[config.mk]
export PLATFORM = sky130hd
export DESIGN_NAME = spi_mode0_master_with_verify
export DESIGN_NICKNAME = d
export VERILOG_FILES = /design/src/hw/rtl/spimv_pkg.sv /design/src/hw/rtl/spimv_core.sv /design/src/hw/rtl/spimv_out_buf.sv /design/src/hw/rtl/spi_mode0_master_with_verify.sv
export SDC_FILE = /design/constraint.sdc
export NUM_CORES = 1
export LEC_CHECK = 0
export ABC_CLOCK_PERIOD_IN_PS = 4200
export BUFFER_PORTS_ARGS = -buffer_cell sky130_fd_sc_hd__buf_2
export CORE_MARGIN = 1.5
export CORE_UTILIZATION = 45
export DETAILED_ROUTE_END_ITERATION = 7
export HOLD_SLACK_MARGIN = 0.1
export PLACE_DENSITY = 0.61
export SLEW_MARGIN = 20
export SYNTH_ARGS = -nofsm -noshare
export SYNTH_HDL_FRONTEND = slang
export SYNTH_SLANG_ARGS = --single-unit
[constraint.sdc]
create_clock -name clk -period 4.2 [get_ports clk]
set_input_delay 0.21 -clock clk [delete_from_list [all_inputs] [get_ports clk]]
set_output_delay 0.21 -clock clk [all_outputs]
set_load 0.005 [all_outputs]
[src/hw/rtl/spimv_pkg.sv]
// Shared types and constants for the SPI mode 0 master with verify.
// Used by every module under hw/rtl; depends on nothing else.
package spimv_pkg;

    // Widths and reset values.
    localparam int COUNT_WIDTH_DEFAULT = 16;
    localparam int HALF_WIDTH = 16;
    localparam logic [HALF_WIDTH-1:0] HALF_PERIOD_RESET = 16'd1;

    // Item opcodes.
    localparam logic [1:0] OP_BEGIN = 2'd0;
    localparam logic [1:0] OP_BYTE  = 2'd1;
    localparam logic [1:0] OP_TICK  = 2'd2;
    localparam logic [1:0] OP_END   = 2'd3;

    // Byte modes.
    localparam logic [1:0] MODE_WRITE  = 2'd0;
    localparam logic [1:0] MODE_READ   = 2'd1;
    localparam logic [1:0] MODE_VERIFY = 2'd2;
    localparam logic [1:0] MODE_SPARE  = 2'd3;

    // One input beat.
    typedef struct packed {
        logic [1:0] opcode;
        logic       cs_select;
        logic       lcd_command;
        logic       lcd_release;
        logic [1:0] byte_mode;
        logic [7:0] tx_byte;
        logic       touch_data_in;
        logic       lcd_data_in;
    } req_beat_t;

    // One result beat.
    typedef struct packed {
        logic        sck;
        logic        mosi;
        logic        mosi_drive;
        logic        lcd_cs_n;
        logic        touch_cs_n;
        logic        dcx;
        logic [7:0]  rx_byte;
        logic        rx_valid;
        logic        mismatch;
        logic        busy_res;
        logic [15:0] bytes_done;
    } rsp_beat_t;

    // Line and status flags of the transfer.
    typedef struct packed {
        logic lcd_cs_n;
        logic touch_cs_n;
        logic dcx;
        logic released;
        logic mismatch;
        logic shifting;
    } flags_t;

endpackage

[src/hw/rtl/spimv_core.sv]
// Transfer state and per-beat update logic of the SPI master.
// Depends on spimv_pkg for beat types, opcodes and byte modes.
module spimv_core #(
    parameter int COUNT_WIDTH = spimv_pkg::COUNT_WIDTH_DEFAULT
) (
    input  logic                                clk,
    input  logic                                rst_n,
    input  logic                                cfg_we,
    input  logic [spimv_pkg::HALF_WIDTH-1:0]    cfg_data,
    input  logic                                item_valid,
    input  spimv_pkg::req_beat_t                item,
    output spimv_pkg::rsp_beat_t                result
);

    localparam int HW = spimv_pkg::HALF_WIDTH;

    logic [HW-1:0]          half_reg;
    logic [7:0]             shift_out_reg, shift_out_next;
    logic [7:0]             shift_in_reg, shift_in_next;
    logic [2:0]             bit_index_reg, bit_index_next;
    logic                   half_phase_reg, half_phase_next;
    logic [HW-1:0]          wait_reg, wait_next;
    spimv_pkg::flags_t      flags_reg, flags_next;
    logic [1:0]             mode_reg, mode_next;
    logic [7:0]             expected_reg, expected_next;
    logic [COUNT_WIDTH-1:0] count_reg, count_next;
    logic [7:0]             last_rx_reg, last_rx_next;

    logic [HW-1:0] half_ticks;
    logic [HW-1:0] wait_dec;
    logic          selected;
    logic          pin_bit;
    logic          rx_valid;
    logic [1:0]    new_mode;
    logic [31:0]   count_ext;

    // A zero half period behaves as one tick.
    assign half_ticks = (half_reg == '0) ? HW'(1) : half_reg;
    assign wait_dec   = wait_reg - HW'(1);
    assign selected   = !(flags_reg.lcd_cs_n && flags_reg.touch_cs_n);
    assign pin_bit    = flags_reg.released ? item.lcd_data_in : item.touch_data_in;
    assign new_mode   = (item.byte_mode == spimv_pkg::MODE_SPARE)
                        ? spimv_pkg::MODE_WRITE : item.byte_mode;

    // Next state for one beat.
    always_comb
    begin
        shift_out_next  = shift_out_reg;
        shift_in_next   = shift_in_reg;
        bit_index_next  = bit_index_reg;
        half_phase_next = half_phase_reg;
        wait_next       = wait_reg;
        flags_next      = flags_reg;
        mode_next       = mode_reg;
        expected_next   = expected_reg;
        count_next      = count_reg;
        last_rx_next    = last_rx_reg;
        rx_valid        = 1'b0;
        if (item_valid)
        begin
            case (item.opcode)
                spimv_pkg::OP_BEGIN:
                begin
                    // Restart unless a byte is on the wire.
                    if (!flags_reg.shifting)
                    begin
                        flags_next.lcd_cs_n   = item.cs_select;
                        flags_next.touch_cs_n = !item.cs_select;
                        flags_next.dcx        = !item.lcd_command;
                        flags_next.released   = item.lcd_release;
                        flags_next.mismatch   = 1'b0;
                        flags_next.shifting   = 1'b0;
                        count_next            = '0;
                        half_phase_next       = 1'b0;
                        wait_next             = half_ticks;
                    end
                end
                spimv_pkg::OP_BYTE:
                begin
                    // Start a byte only when selected, settled and not failed.
                    if (selected && !flags_reg.shifting && wait_reg == '0 &&
                        !flags_reg.mismatch)
                    begin
                        mode_next           = new_mode;
                        expected_next       = item.tx_byte;
                        shift_out_next      = (new_mode == spimv_pkg::MODE_VERIFY)
                                              ? 8'd0 : item.tx_byte;
                        bit_index_next      = 3'd7;
                        half_phase_next     = 1'b0;
                        wait_next           = half_ticks;
                        flags_next.shifting = 1'b1;
                    end
                end
                spimv_pkg::OP_TICK:
                begin
                    // Count down; at the end of a half period advance the clock.
                    if (wait_reg != '0)
                    begin
                        wait_next = wait_dec;
                        if (flags_reg.shifting && wait_dec == '0)
                        begin
                            if (!half_phase_reg)
                            begin
                                half_phase_next = 1'b1;
                                wait_next       = half_ticks;
                            end
                            else
                            begin
                                half_phase_next = 1'b0;
                                if (mode_reg != spimv_pkg::MODE_WRITE)
                                begin
                                    shift_in_next = {shift_in_reg[6:0], pin_bit};
                                end
                                if (bit_index_reg != 3'd0)
                                begin
                                    bit_index_next = bit_index_reg - 3'd1;
                                    wait_next      = half_ticks;
                                end
                                else
                                begin
                                    flags_next.shifting = 1'b0;
                                    if (count_reg != '1)
                                    begin
                                        count_next = count_reg + COUNT_WIDTH'(1);
                                    end
                                    // Byte finished: report it in read and verify.
                                    if (mode_reg != spimv_pkg::MODE_WRITE)
                                    begin
                                        rx_valid     = 1'b1;
                                        last_rx_next = shift_in_next;
                                        if (mode_reg == spimv_pkg::MODE_VERIFY &&
                                            shift_in_next != expected_reg)
                                        begin
                                            flags_next.mismatch = 1'b1;
                                        end
                                    end
                                end
                            end
                        end
                    end
                end
                default:
                begin
                    // End of transfer releases all lines; mismatch is kept.
                    flags_next.lcd_cs_n   = 1'b1;
                    flags_next.touch_cs_n = 1'b1;
                    flags_next.dcx        = 1'b1;
                    flags_next.released   = 1'b0;
                    flags_next.shifting   = 1'b0;
                    wait_next             = '0;
                    half_phase_next       = 1'b0;
                end
            endcase
        end
    end

    // Result of the beat, taken from the updated state.
    assign count_ext = 32'(count_next);
    always_comb
    begin
        result.sck        = flags_next.shifting && half_phase_next;
        result.mosi       = shift_out_next[bit_index_next];
        result.mosi_drive = !flags_next.released;
        result.lcd_cs_n   = flags_next.lcd_cs_n;
        result.touch_cs_n = flags_next.touch_cs_n;
        result.dcx        = flags_next.dcx;
        result.rx_byte    = last_rx_next;
        result.rx_valid   = rx_valid;
        result.mismatch   = flags_next.mismatch;
        result.busy_res   = flags_next.shifting || wait_next != '0;
        result.bytes_done = (count_ext > 32'h0000_FFFF) ? 16'hFFFF : count_ext[15:0];
    end

    // State registers.
    always_ff @(posedge clk or negedge rst_n)
    begin
        if (!rst_n)
        begin
            half_reg       <= spimv_pkg::HALF_PERIOD_RESET;
            shift_out_reg  <= '0;
            shift_in_reg   <= '0;
            bit_index_reg  <= 3'd7;
            half_phase_reg <= 1'b0;
            wait_reg       <= '0;
            flags_reg      <= '{lcd_cs_n: 1'b1, touch_cs_n: 1'b1, dcx: 1'b1,
                                released: 1'b0, mismatch: 1'b0, shifting: 1'b0};
            mode_reg       <= spimv_pkg::MODE_WRITE;
            expected_reg   <= '0;
            count_reg      <= '0;
            last_rx_reg    <= '0;
        end
        else
        begin
            if (cfg_we)
            begin
                half_reg <= cfg_data;
            end
            shift_out_reg  <= shift_out_next;
            shift_in_reg   <= shift_in_next;
            bit_index_reg  <= bit_index_next;
            half_phase_reg <= half_phase_next;
            wait_reg       <= wait_next;
            flags_reg      <= flags_next;
            mode_reg       <= mode_next;
            expected_reg   <= expected_next;
            count_reg      <= count_next;
            last_rx_reg    <= last_rx_next;
        end
    end

endmodule

[src/hw/rtl/spimv_out_buf.sv]
// Two-entry result buffer that decouples the update logic from the receiver.
// Depends on spimv_pkg for the result beat type.
module spimv_out_buf (
    input  logic                 clk,
    input  logic                 rst_n,
    input  logic                 push,
    input  spimv_pkg::rsp_beat_t push_data,
    output logic                 full,
    output logic                 rsp_valid,
    input  logic                 rsp_stall,
    output spimv_pkg::rsp_beat_t rsp_data
);

    logic [1:0]           count_reg, count_next;
    spimv_pkg::rsp_beat_t head_reg, head_next;
    spimv_pkg::rsp_beat_t skid_reg, skid_next;
    logic                 pop;

    assign pop       = (count_reg != 2'd0) && !rsp_stall;
    assign full      = (count_reg == 2'd2);
    assign rsp_valid = (count_reg != 2'd0);
    assign rsp_data  = head_reg;

    // Head holds the oldest beat, skid the one behind it.
    always_comb
    begin
        count_next = count_reg;
        head_next  = head_reg;
        skid_next  = skid_reg;
        if (pop)
        begin
            head_next = skid_reg;
        end
        if (push)
        begin
            if (count_reg == 2'd0 || (pop && count_reg == 2'd1))
            begin
                head_next = push_data;
            end
            else
            begin
                skid_next = push_data;
            end
        end
        count_next = count_reg + {1'b0, push} - {1'b0, pop};
    end

    // Occupancy is control state; the entries need no reset.
    always_ff @(posedge clk or negedge rst_n)
    begin
        if (!rst_n)
        begin
            count_reg <= 2'd0;
        end
        else
        begin
            count_reg <= count_next;
        end
    end

    always_ff @(posedge clk)
    begin
        head_reg <= head_next;
        skid_reg <= skid_next;
    end

endmodule

[src/hw/rtl/spi_mode0_master_with_verify.sv]
// Top level of the SPI mode 0 master with verify mode.
// Depends on spimv_pkg, spimv_core and spimv_out_buf.
//
// Usage: each request beat on req_* is one item (begin, byte, tick or end)
// and produces exactly one result beat on rsp_* with the pin levels and
// status after that item. SCK timing is counted in tick items, with
// half_period_ticks (cfg_we/cfg_data) ticks per half period; write it only
// while no transfer is under way.
// Path: a request beat is taken into the input register, then applied to
// the state as its result beat is loaded into the output buffer, from
// which the receiver takes it when it does not stall.
// Throughput: one item per cycle while the result buffer has room.
// A two-entry result buffer lets requests keep flowing while one result
// waits; when the receiver stalls and the buffer fills, req_stall rises and
// the pending request holds in the input register.
// Reset (rst_n low) deselects both devices, drives dcx high, parks SCK low,
// clears counters and empties both the input register and the buffer.
module spi_mode0_master_with_verify #(
    parameter int COUNT_WIDTH = spimv_pkg::COUNT_WIDTH_DEFAULT
) (
    input  logic                             clk,
    input  logic                             rst_n,
    input  logic                             cfg_we,
    input  logic [spimv_pkg::HALF_WIDTH-1:0] cfg_data,
    input  logic                             req_valid,
    output logic                             req_stall,
    input  spimv_pkg::req_beat_t             req_data,
    output logic                             rsp_valid,
    input  logic                             rsp_stall,
    output spimv_pkg::rsp_beat_t             rsp_data
);

    logic                 in_valid_reg, in_valid_next;
    spimv_pkg::req_beat_t in_data_reg;
    logic                 buf_full;
    logic                 advance;
    logic                 accept;
    spimv_pkg::rsp_beat_t core_result;

    // Input register moves forward whenever the buffer has room.
    assign advance   = in_valid_reg && !buf_full;
    assign req_stall = in_valid_reg && buf_full;
    assign accept    = req_valid && !req_stall;

    always_comb
    begin
        in_valid_next = in_valid_reg;
        if (accept)
        begin
            in_valid_next = 1'b1;
        end
        else if (advance)
        begin
            in_valid_next = 1'b0;
        end
    end

    always_ff @(posedge clk or negedge rst_n)
    begin
        if (!rst_n)
        begin
            in_valid_reg <= 1'b0;
        end
        else
        begin
            in_valid_reg <= in_valid_next;
        end
    end

    always_ff @(posedge clk)
    begin
        if (accept)
        begin
            in_data_reg <= req_data;
        end
    end

    // State update for the registered beat.
    spimv_core #(
        .COUNT_WIDTH (COUNT_WIDTH)
    ) u_core (
        .clk        (clk),
        .rst_n      (rst_n),
        .cfg_we     (cfg_we),
        .cfg_data   (cfg_data),
        .item_valid (advance),
        .item       (in_data_reg),
        .result     (core_result)
    );

    // Result register with skid entry.
    spimv_out_buf u_out_buf (
        .clk       (clk),
        .rst_n     (rst_n),
        .push      (advance),
        .push_data (core_result),
        .full      (buf_full),
        .rsp_valid (rsp_valid),
        .rsp_stall (rsp_stall),
        .rsp_data  (rsp_data)
    );

endmodule

## Word-level counts from Yosys, hierarchy flattened

Index checks and enable logic that the tools add are counted.

| word-level totals | value |
|---|---|
| register bits after elaboration | 178 |
| input bits | 38 |
| output and inout bits | 35 |
| word-level logic and storage cells | 179 |

| operators by class | value |
|---|---|
| add/subtract/negate cells | 5 |
| $lt $le $gt $ge | 2 |
| equal/unequal tests | 9 |
| muxes and demuxes | 76 |
| bitwise logic cells | 1 |
| reduce and logical (&&, ||, !) cells | 38 |

Operators by type and width:

| kind | count |
|---|---|
| $mux 16 | 16 |
| $mux 8 | 17 |
| $mux 33 | 3 |
| $logic_not 16->1 | 3 |
| $pmux 16 s3 | 1 |
| $pmux 16 s2 | 1 |
| $reduce_bool 16->1 | 2 |
| $mux 1 | 19 |
| $mux 3 | 6 |
| $add 16x1->16 const B | 1 |
| $gt 16x16->1 const B | 1 |
| $ne 16x16->1 const B | 1 |
| $sub 16x1->16 const B | 1 |
| $logic_and 1x1->1 | 12 |
| $mux 6 | 2 |
| $eq 2x2->1 const B | 5 |
| $mux 2 | 5 |
| $logic_not 1->1 | 9 |
| $ne 8x8->1 | 1 |
| $pmux 4 s2 | 1 |
| $pmux 1 s3 | 2 |
| $pmux 3 s2 | 1 |
| $reduce_bool 2->1 | 3 |
| $reduce_and 5->1 | 1 |
| other kinds (14) | 17 |

## Logic depth before layout (Yosys ltp)

Gate-level depths: netlist (run 1).

| depth | value |
|---|---|
| depth after elaboration | 20 |
| gate-level depth with buffers | 14 |

## Hierarchy

Synthesis (run 1) repeated with hierarchy kept, for this count alone.

| unflattened totals | value |
|---|---|
| cell total of the unflattened synthesis | 822 |
| area total of the unflattened synthesis | 9182.6 um^2 |

By module, submodules not included:

| module | times used | cells an instance | area an instance (um^2) | sequential area each (um^2) |
|---|---|---|---|---|
| spimv_core | 1 | 604 | 5571.6 | 2311.0 |
| spimv_out_buf | 1 | 196 | 3042.9 | 1701.6 |
| spi_mode0_master_with_verify | 1 | 22 | 568.0 | 535.5 |

## Worst setup path after synthesis (run 1)

No wires, ideal clock.

| timing | value |
|---|---|
| path type | reg2reg |
| start | register u_core.wait_reg[0] |
| end | register u_out_buf.skid_reg[16] in the netlist's numbering, data pin |
| library setup time | 0.264 ns |
| arrival time | 3.276 ns |
| required time | 3.936 ns |
| slack | 0.659 ns |
| cell stages (with the launch flop) | 13 |
| path buffers | 1 |
| clock period less this slack | 3.541 ns |
| cell sequence | dfrtp_1 > inv_1 > ha_1 > clkbuf_1 > or4b_4 > nor3_4 > a311oi_2 > nor2_2 > o21ai_0 > a221o_1 > or4_1 > nor4_2 > nand2_1 |

RTL lines:

| item | RTL line | RTL |
|---|---|---|
| start: declaration | spimv_core.sv:22 | `logic [HW-1:0] wait_reg, wait_next;` |
| start signal: assignment | spimv_core.sv:202 | `wait_reg <= wait_next;` |
| end signal: assignment | spimv_out_buf.sv:64 | `skid_reg <= skid_next;` |
| end: declaration | spimv_out_buf.sv:16 | `spimv_pkg::rsp_beat_t skid_reg, skid_next;` |

==> results.py, run 1 <==
metrics = {
    "outcome": {
        "status": "completed",
    },
    "setup_path": {
        "crit_slowest_cell": "or4_1",
        "critPathLaunchType": "flip-flop",
        "cpPeakStageDelay_ns": 0.56,
        "critPathArrivalTime_ns": 4.03,
        "worstPathBufferInverterCount": 1,
        "path_class": "reg -> reg",
        "path_cells": "inv_1 > ha_1 > or4b_4 > nor3_4 > a311oi_2 > nor2_2 > o21ai_0 > a221o_1 > or4_1 > nor4_2 > nand2_1",
        "critPathTopFamily": "simple AND/OR/NAND/NOR gates",
        "rrSetupSlack_ns": 0.35,
        "critPathRequiredTime_ns": 4.38,
        "end_kind": "flip-flop",
        "path_max_fanout": 7,
    },
    "logic_synthesis": {
        "ys_ff_latch": 178,
        "synth.most_common_cell": "nand2_1",
        "synthDistinctLibCells": 76,
        "syn_avg_cell_area_um2": 10.3,
        "yosys_warnings": 0,
        "synthArstFlopShare_pct": 53.4,
        "ys.flop_type": "dfrtp_1",
        "syn_inst": 844,
        "yosysTopAreaCell": "dfrtp_1",
        "yosysSeqAreaShare_pct": 52.1,
        "synth_edf_count": 50,
        "synth_nets": 893,
        "synth_top_cell_area_share_pct": 25.2,
        "netlist_top_cells_area": "dfrtp_1 (25%), edfxtp_1 (17%), dfxtp_1 (7.6%)",
        "syn_area_um2": 8730,
        "synth_common_cells": "nand2_1 (107), dfrtp_1 (88), o21ai_0 (55), edfxtp_1 (50)",
    },
    "floorplanning": {
        "core-area_um2": 18800,
        "dieArea_um2": 20200,
        "die_x_um": 142,
        "die-height_um": 142,
        "core.rowCount": 50,
        "start_util_pct": 46.3,
        "io_pins": 73,
    },
    "final_layout": {
        "syn_to_final_growth_pct": 19.2,
        "drive_gt1_share_pct": 22.3,
        "finish.net_count": 1004,
        "fin_cells": 1228,
        "n_antenna_cell": 0,
        "nFillCells": 1688,
    },
    "route": {
        "drc": 0,
        "drt-total-wl_mm": 23.0,
        "vias_per_cell": 5.69,
        "drt_iter0_markers": 466,
        "antenna_left": 0,
        "drt_pre_antenna_iters": 5,
        "num_vias": 6987,
        "drt-wirelength-per-cell_um": 18.7,
    },
    "clocking": {
        "cts_made_buffers": 17,
        "cts_max_path_buffers": 2,
        "postCtsSetupBuffers": 0,
        "cts.htree.levels": 4,
        "clkLatencyLatePin_ns": 0.44,
        "cts.sink_count": 178,
        "root_buffer": "clkbuf_16",
        "cts_tree": "done",
        "clk_pin_slew_ns": 0.07,
    },
    "global_routing": {
        "grt_pass1_vias": 7001,
        "overflow": 0,
        "grt_max_degree": 72,
        "grt_first_pass_wirelength_mm": 37.5,
        "grtUsageTotal_pct": 24.2,
        "antenna_found_initial": 0,
    },
    "power_and_ir_drop": {
        "power.density_nw_per_um2": 660,
        "peakVddDrop_mv": 0.398,
        "p_leak_uw": 0.00454,
    },
    "timing": {
        "min_period_ns": 3.85,
        "fin_crit_sh_pct": 91.6,
        "fmax_mhz": 260,
        "fin_skew_ns": 0.0107,
        "finalHoldViolCount": 0,
        "setup_tns_ns": 0,
        "drv_slew": 0,
        "relSlewSlack_pct": 29.5,
        "worst_slew_pin_slew_ns": 1.05,
        "setup_viol": 0,
        "rsz0062_at_grt": "false",
    },
    "hold_path": {
        "hold_class": "in -> reg",
    },
    "placement": {
        "place_inst": 1161,
        "port_buffers": 72,
        "place_congestion": 0.914,
        "dpl.hpwl_mm": 16.0,
    },
    "flow_run": {
        "drv_cap": 0,
    },
}
## metal layers
metal | wire length, um | GRT usage, % | vias to the layer above
li1 | - | - | 3337
met1 | 10200 | 32.2 | 3401
met2 | 11000 | 39.7 | 213
met3 | 1250 | 4.91 | 36
met4 | 461 | 7.70 | 0
met5 | 0 | 0 | -
## timing repair
item	4_1_cts	5_1_grt
hold buffers	35	0
hold endpoints to repair	98	0
resized for setup	0	0
setup endpoints to repair	0	1
## worst min-delay path, stage by stage
cell and delay (ns):
buf_2 0.13, nor2_1 0.12, nor3_2 0.06
## per-stage QoR
| step | power (uW) | worst slack [ns] | instance area, um2 | hold slack [ns] | utilization [%] |
|---|---|---|---|---|---|
| final | 6860 | 0.353 | 10400 | 0.259 | 55.2 |
| after global placement | 5260 | 0.469 | 9450 | 0.387 | 50.2 |
| after global routing | 7310 | 0.0232 | 10400 | 0.290 | 55.2 |
| after floorplan | 4350 | 0.659 | 8730 | -0.0856 | - |
| after detailed placement | 5260 | 0.382 | 9450 | 0.389 | 50.2 |
| after CTS | 6880 | 0.381 | 10400 | 0.240 | 55.2 |
## final timing paths
check,startpoint,to,cells past startpoint
setup reg to reg,u_core.wait_reg[0]$_DFF_PN0_,u_out_buf.skid_reg[16]$_DFFE_PP_,11
hold reg to reg,u_core.shift_out_reg[2]$_DFF_PN0_,u_core.shift_out_reg[2]$_DFF_PN0_,2
max in group asynchronous,rst_n,u_core.flags_reg[4]$_DFF_PN1_,3
hold / removal,rsp_stall,u_out_buf.skid_reg[31]$_DFFE_PP_,3
min in group asynchronous,rst_n,u_core.half_reg[8]$_DFFE_PN0P_,2
setup / recovery,u_core.wait_reg[0]$_DFF_PN0_,u_out_buf.skid_reg[16]$_DFFE_PP_,11
## final cells by class
cell class / instances / area, um2 / share of cell area, %
flip-flops and latches: 178 / 4550 / 43.7
multi-input cells: 601 / 3920 / 37.7
repair buffers: 135 / 923 / 8.88
clock buffers: 17 / 425 / 4.09
well taps: 260 / 325 / 3.13
clock inverters: 15 / 169 / 1.62
inverters: 22 / 82.6 / 0.794
## kinds of logic (layout without fill, tap and decap cells)
| family | after synthesis | after routing | synth area share, % |
|---|---|---|---|
| XOR/XNOR | 15 | 15 | 1.51 |
| flip-flops | 178 | 178 | 52.1 |
| AO/OA/AOI/OAI | 219 | 219 | 16.2 |
| multiplexers | 62 | 62 | 7.80 |
| AND/OR/NAND/NOR | 294 | 294 | 17.6 |
| buffers and inverters | 65 | 189 | 3.11 |
| adder cells (fa/ha/maj) | 11 | 11 | 1.58 |
## cells in the final DEF (no fill, tap or decap), types with 22 or more instances in the layout
cell	n
nand2_1	107
dfrtp_1	88
buf_2	71
o21ai_0	55
edfxtp_1	50
a21oi_1	48
mux2_2	48
nor2_1	46
dlygate4sd3_1	35
dfxtp_1	33
buf_4	29
a21o_1	22
## report_power, final
group | internal, uW | total (uW) | switching (uW)
Combinational | 1070 | 2600 | 1530
Clock | 846 | 1600 | 754
Sequential | 2290 | 2670 | 376
Total | 4210 | 6860 | 2660
No activity file was read; power rests on OpenSTA's default activity.
==> run 2: changes to the inputs <==
- MAX_ROUTING_LAYER: unset -> met4
==> run 2 against run 1 <==
Compared with the run above: utilization up 0.10 points; first-iteration DRC count up 40%; combinational power about the same; non-clock buffer count up 1; register-to-register slack worse by 0.02 ns; critical endpoint unchanged; highest routed layer unchanged.
==> results.py, run 2 (synthesis results as in run 1) <==
metrics = {
    "power_and_ir_drop": {
        "internal-power_uw": 4230,
        "peakVddDrop_mv": 0.428,
        "power_switching_share_pct": 38.8,
        "power.density_nw_per_um2": 664,
        "clockPowerShare_pct": 23.5,
        "seqPwrFrac_pct": 38.5,
        "combPwrFrac_pct": 38.1,
        "p_leak_uw": 0.00455,
        "p_sw_uw": 2690,
    },
    "clocking": {
        "cts_max_path_buffers": 2,
        "cts_made_buffers": 17,
        "cts.htree.levels": 4,
        "cts_tree": "done",
        "root_buffer": "clkbuf_16",
        "cts.sink_count": 178,
        "clkLatencyLatePin_ns": 0.44,
        "cts_resized": 0,
        "clk_pin_slew_ns": 0.07,
    },
    "global_routing": {
        "grt_first_pass_wirelength_mm": 37.1,
        "antenna_found_initial": 0,
        "grt_max_degree": 69,
        "overflow": 0,
        "grt_pass1_vias": 6772,
        "grtUsageTotal_pct": 24.7,
    },
    "route": {
        "drt_pre_antenna_iters": 5,
        "drt-wirelength-per-cell_um": 18.7,
        "drt_iter0_markers": 654,
        "num_vias": 7019,
        "antenna_left": 0,
        "drc": 0,
        "drt-total-wl_mm": 23.0,
        "vias_per_cell": 5.71,
    },
    "timing": {
        "fmax_mhz": 259,
        "finalHoldViolCount": 0,
        "drv_slew": 0,
        "fin_skew_ns": 0.0139,
        "rsz0062_at_grt": "false",
        "setup_tns_ns": 0,
        "relSlewSlack_pct": 38.3,
        "min_period_ns": 3.86,
        "fin_crit_sh_pct": 92.0,
        "worst_slew_pin_slew_ns": 0.925,
        "setup_viol": 0,
    },
    "floorplanning": {
        "dieArea_um2": 20200,
        "die-height_um": 142,
        "io_pins": 73,
        "core-area_um2": 18800,
        "start_util_pct": 46.3,
        "core.rowCount": 50,
        "die_x_um": 142,
    },
    "final_layout": {
        "layout_commonest_cell": "nand2_1",
        "fin_util_pct": 55.3,
        "n_antenna_cell": 0,
        "final_cell_mix": "nand2_1 (107), dfrtp_1 (88), buf_2 (71)",
        "syn_to_final_growth_pct": 19.4,
        "finish.net_count": 1005,
        "drive_gt1_share_pct": 22.5,
    },
    "flow_run": {
        "drv_cap": 0,
    },
    "placement": {
        "dpl.hpwl_mm": 16.0,
        "place_congestion": 0.945,
        "port_buffers": 72,
    },
    "setup_path": {
        "critPathArrivalTime_ns": 4.04,
        "path_max_fanout": 9,
        "end_kind": "flip-flop",
        "critPathLaunchType": "flip-flop",
        "cpPeakStageDelay_ns": 0.47,
        "crit_slowest_cell": "or4_1",
        "path_cells": "inv_1 > ha_1 > buf_4 > nor4b_4 > nand4_1 > nand2_1 > nor2_1 > a31o_1 > buf_4 > a221o_1 > or4_1 > nor4_2 > nand2_1",
        "path_class": "reg -> reg",
        "critPathRequiredTime_ns": 4.37,
    },
    "hold_path": {
        "hold_class": "in -> reg",
    },
    "outcome": {
        "status": "completed",
    },
}
run 2: changes by cell type in the layout (fill, tap and decap cells not counted), sizes merged:
| cell | delta |
|---|---|
| clkinvlp | -1 |
| clkbuf | +1 |
| buf | +1 |
run 2: repair_timing:
| action | 4_1_cts | 5_1_grt |
|---|---|---|
| hold buffers | 35 | 0 |
| hold endpoints to repair | 98 | 0 |
| setup buffers | 0 | 0 |
run 2: area by class of cell:
type	instances	area, um2
sequential	178	4550
multi-input combinational	601	3920
fill	1652	8410
inverter	22	82.6
clock buffer	18	439
timing repair buffer	136	935
tap	260	325
clock inverter	14	163
run 2: per-stage QoR:
step                      hold slack, ns  power [uW]  setup WS [ns]  instance area (um2)  cells
after floorplan                  -0.0856        4350          0.659                 8730    844
after global placement             0.386        5280          0.458                 9450   1161
after detailed placement           0.388        5270          0.390                 9450   1161
after CTS                          0.239        6920          0.385                10400   1228
after global routing               0.235        7350        0.00721                10400   1229
final                              0.206        6920          0.336                10400   1229
run 2: critical path, delay by kind of cell (launching register included):
| kind | cells | cell delay, ns |
|---|---|---|
| compound gates | 2 | 0.66 |
| fa+ha+maj | 1 | 0.19 |
| flops | 1 | 0.44 |
| simple gates | 7 | 1.83 |
| buf+inv | 3 | 0.49 |
run 2: power by group through the flow:
| stage | Sequential (uW) | Combinational (uW) | Clock [uW] |
|---|---|---|---|
| 2_1_floorplan | 2570 | 1790 | 0 |
| 3_3_place_gp | 2690 | 2590 | 0 |
| 3_5_place_dp | 2690 | 2570 | 0 |
| 4_1_cts | 2660 | 2610 | 1650 |
| 5_1_grt | 2720 | 2910 | 1720 |
| 6_report | 2660 | 2630 | 1620 |
run 2: worst paths after layout:
| path | startpoint | endpoint | slack [ns] | depth (start not counted) |
|---|---|---|---|---|
| max | u_core.wait_reg[0]$_DFF_PN0_ | u_out_buf.skid_reg[16]$_DFFE_PP_ | 0.34 | 13 |
| min | rsp_stall | u_out_buf.rsp_data[28]$_DFF_P_ | 0.21 | 3 |
| max reg2reg | u_core.wait_reg[0]$_DFF_PN0_ | u_out_buf.skid_reg[16]$_DFFE_PP_ | 0.34 | 13 |
| min reg2reg | u_core.shift_out_reg[5]$_DFF_PN0_ | u_core.shift_out_reg[5]$_DFF_PN0_ | 0.50 | 2 |
| max in group asynchronous | rst_n | u_core.bit_index_reg[2]$_DFF_PN1_ | 2.75 | 3 |
| min in group asynchronous | rst_n | u_core.half_reg[8]$_DFFE_PN0P_ | 0.44 | 2 |
run 2: metal layers:
metal | part of all wire, % | up-vias | GRT usage, % | routed length, um
li1 | - | 3337 | - | -
met1 | 45 | 3402 | 32.9 | 10400
met2 | 47 | 246 | 38.6 | 10900
met3 | 6.1 | 34 | 4.58 | 1410
met4 | 1.7 | 0 | 7.38 | 386
met5 | 0 | - | - | 0
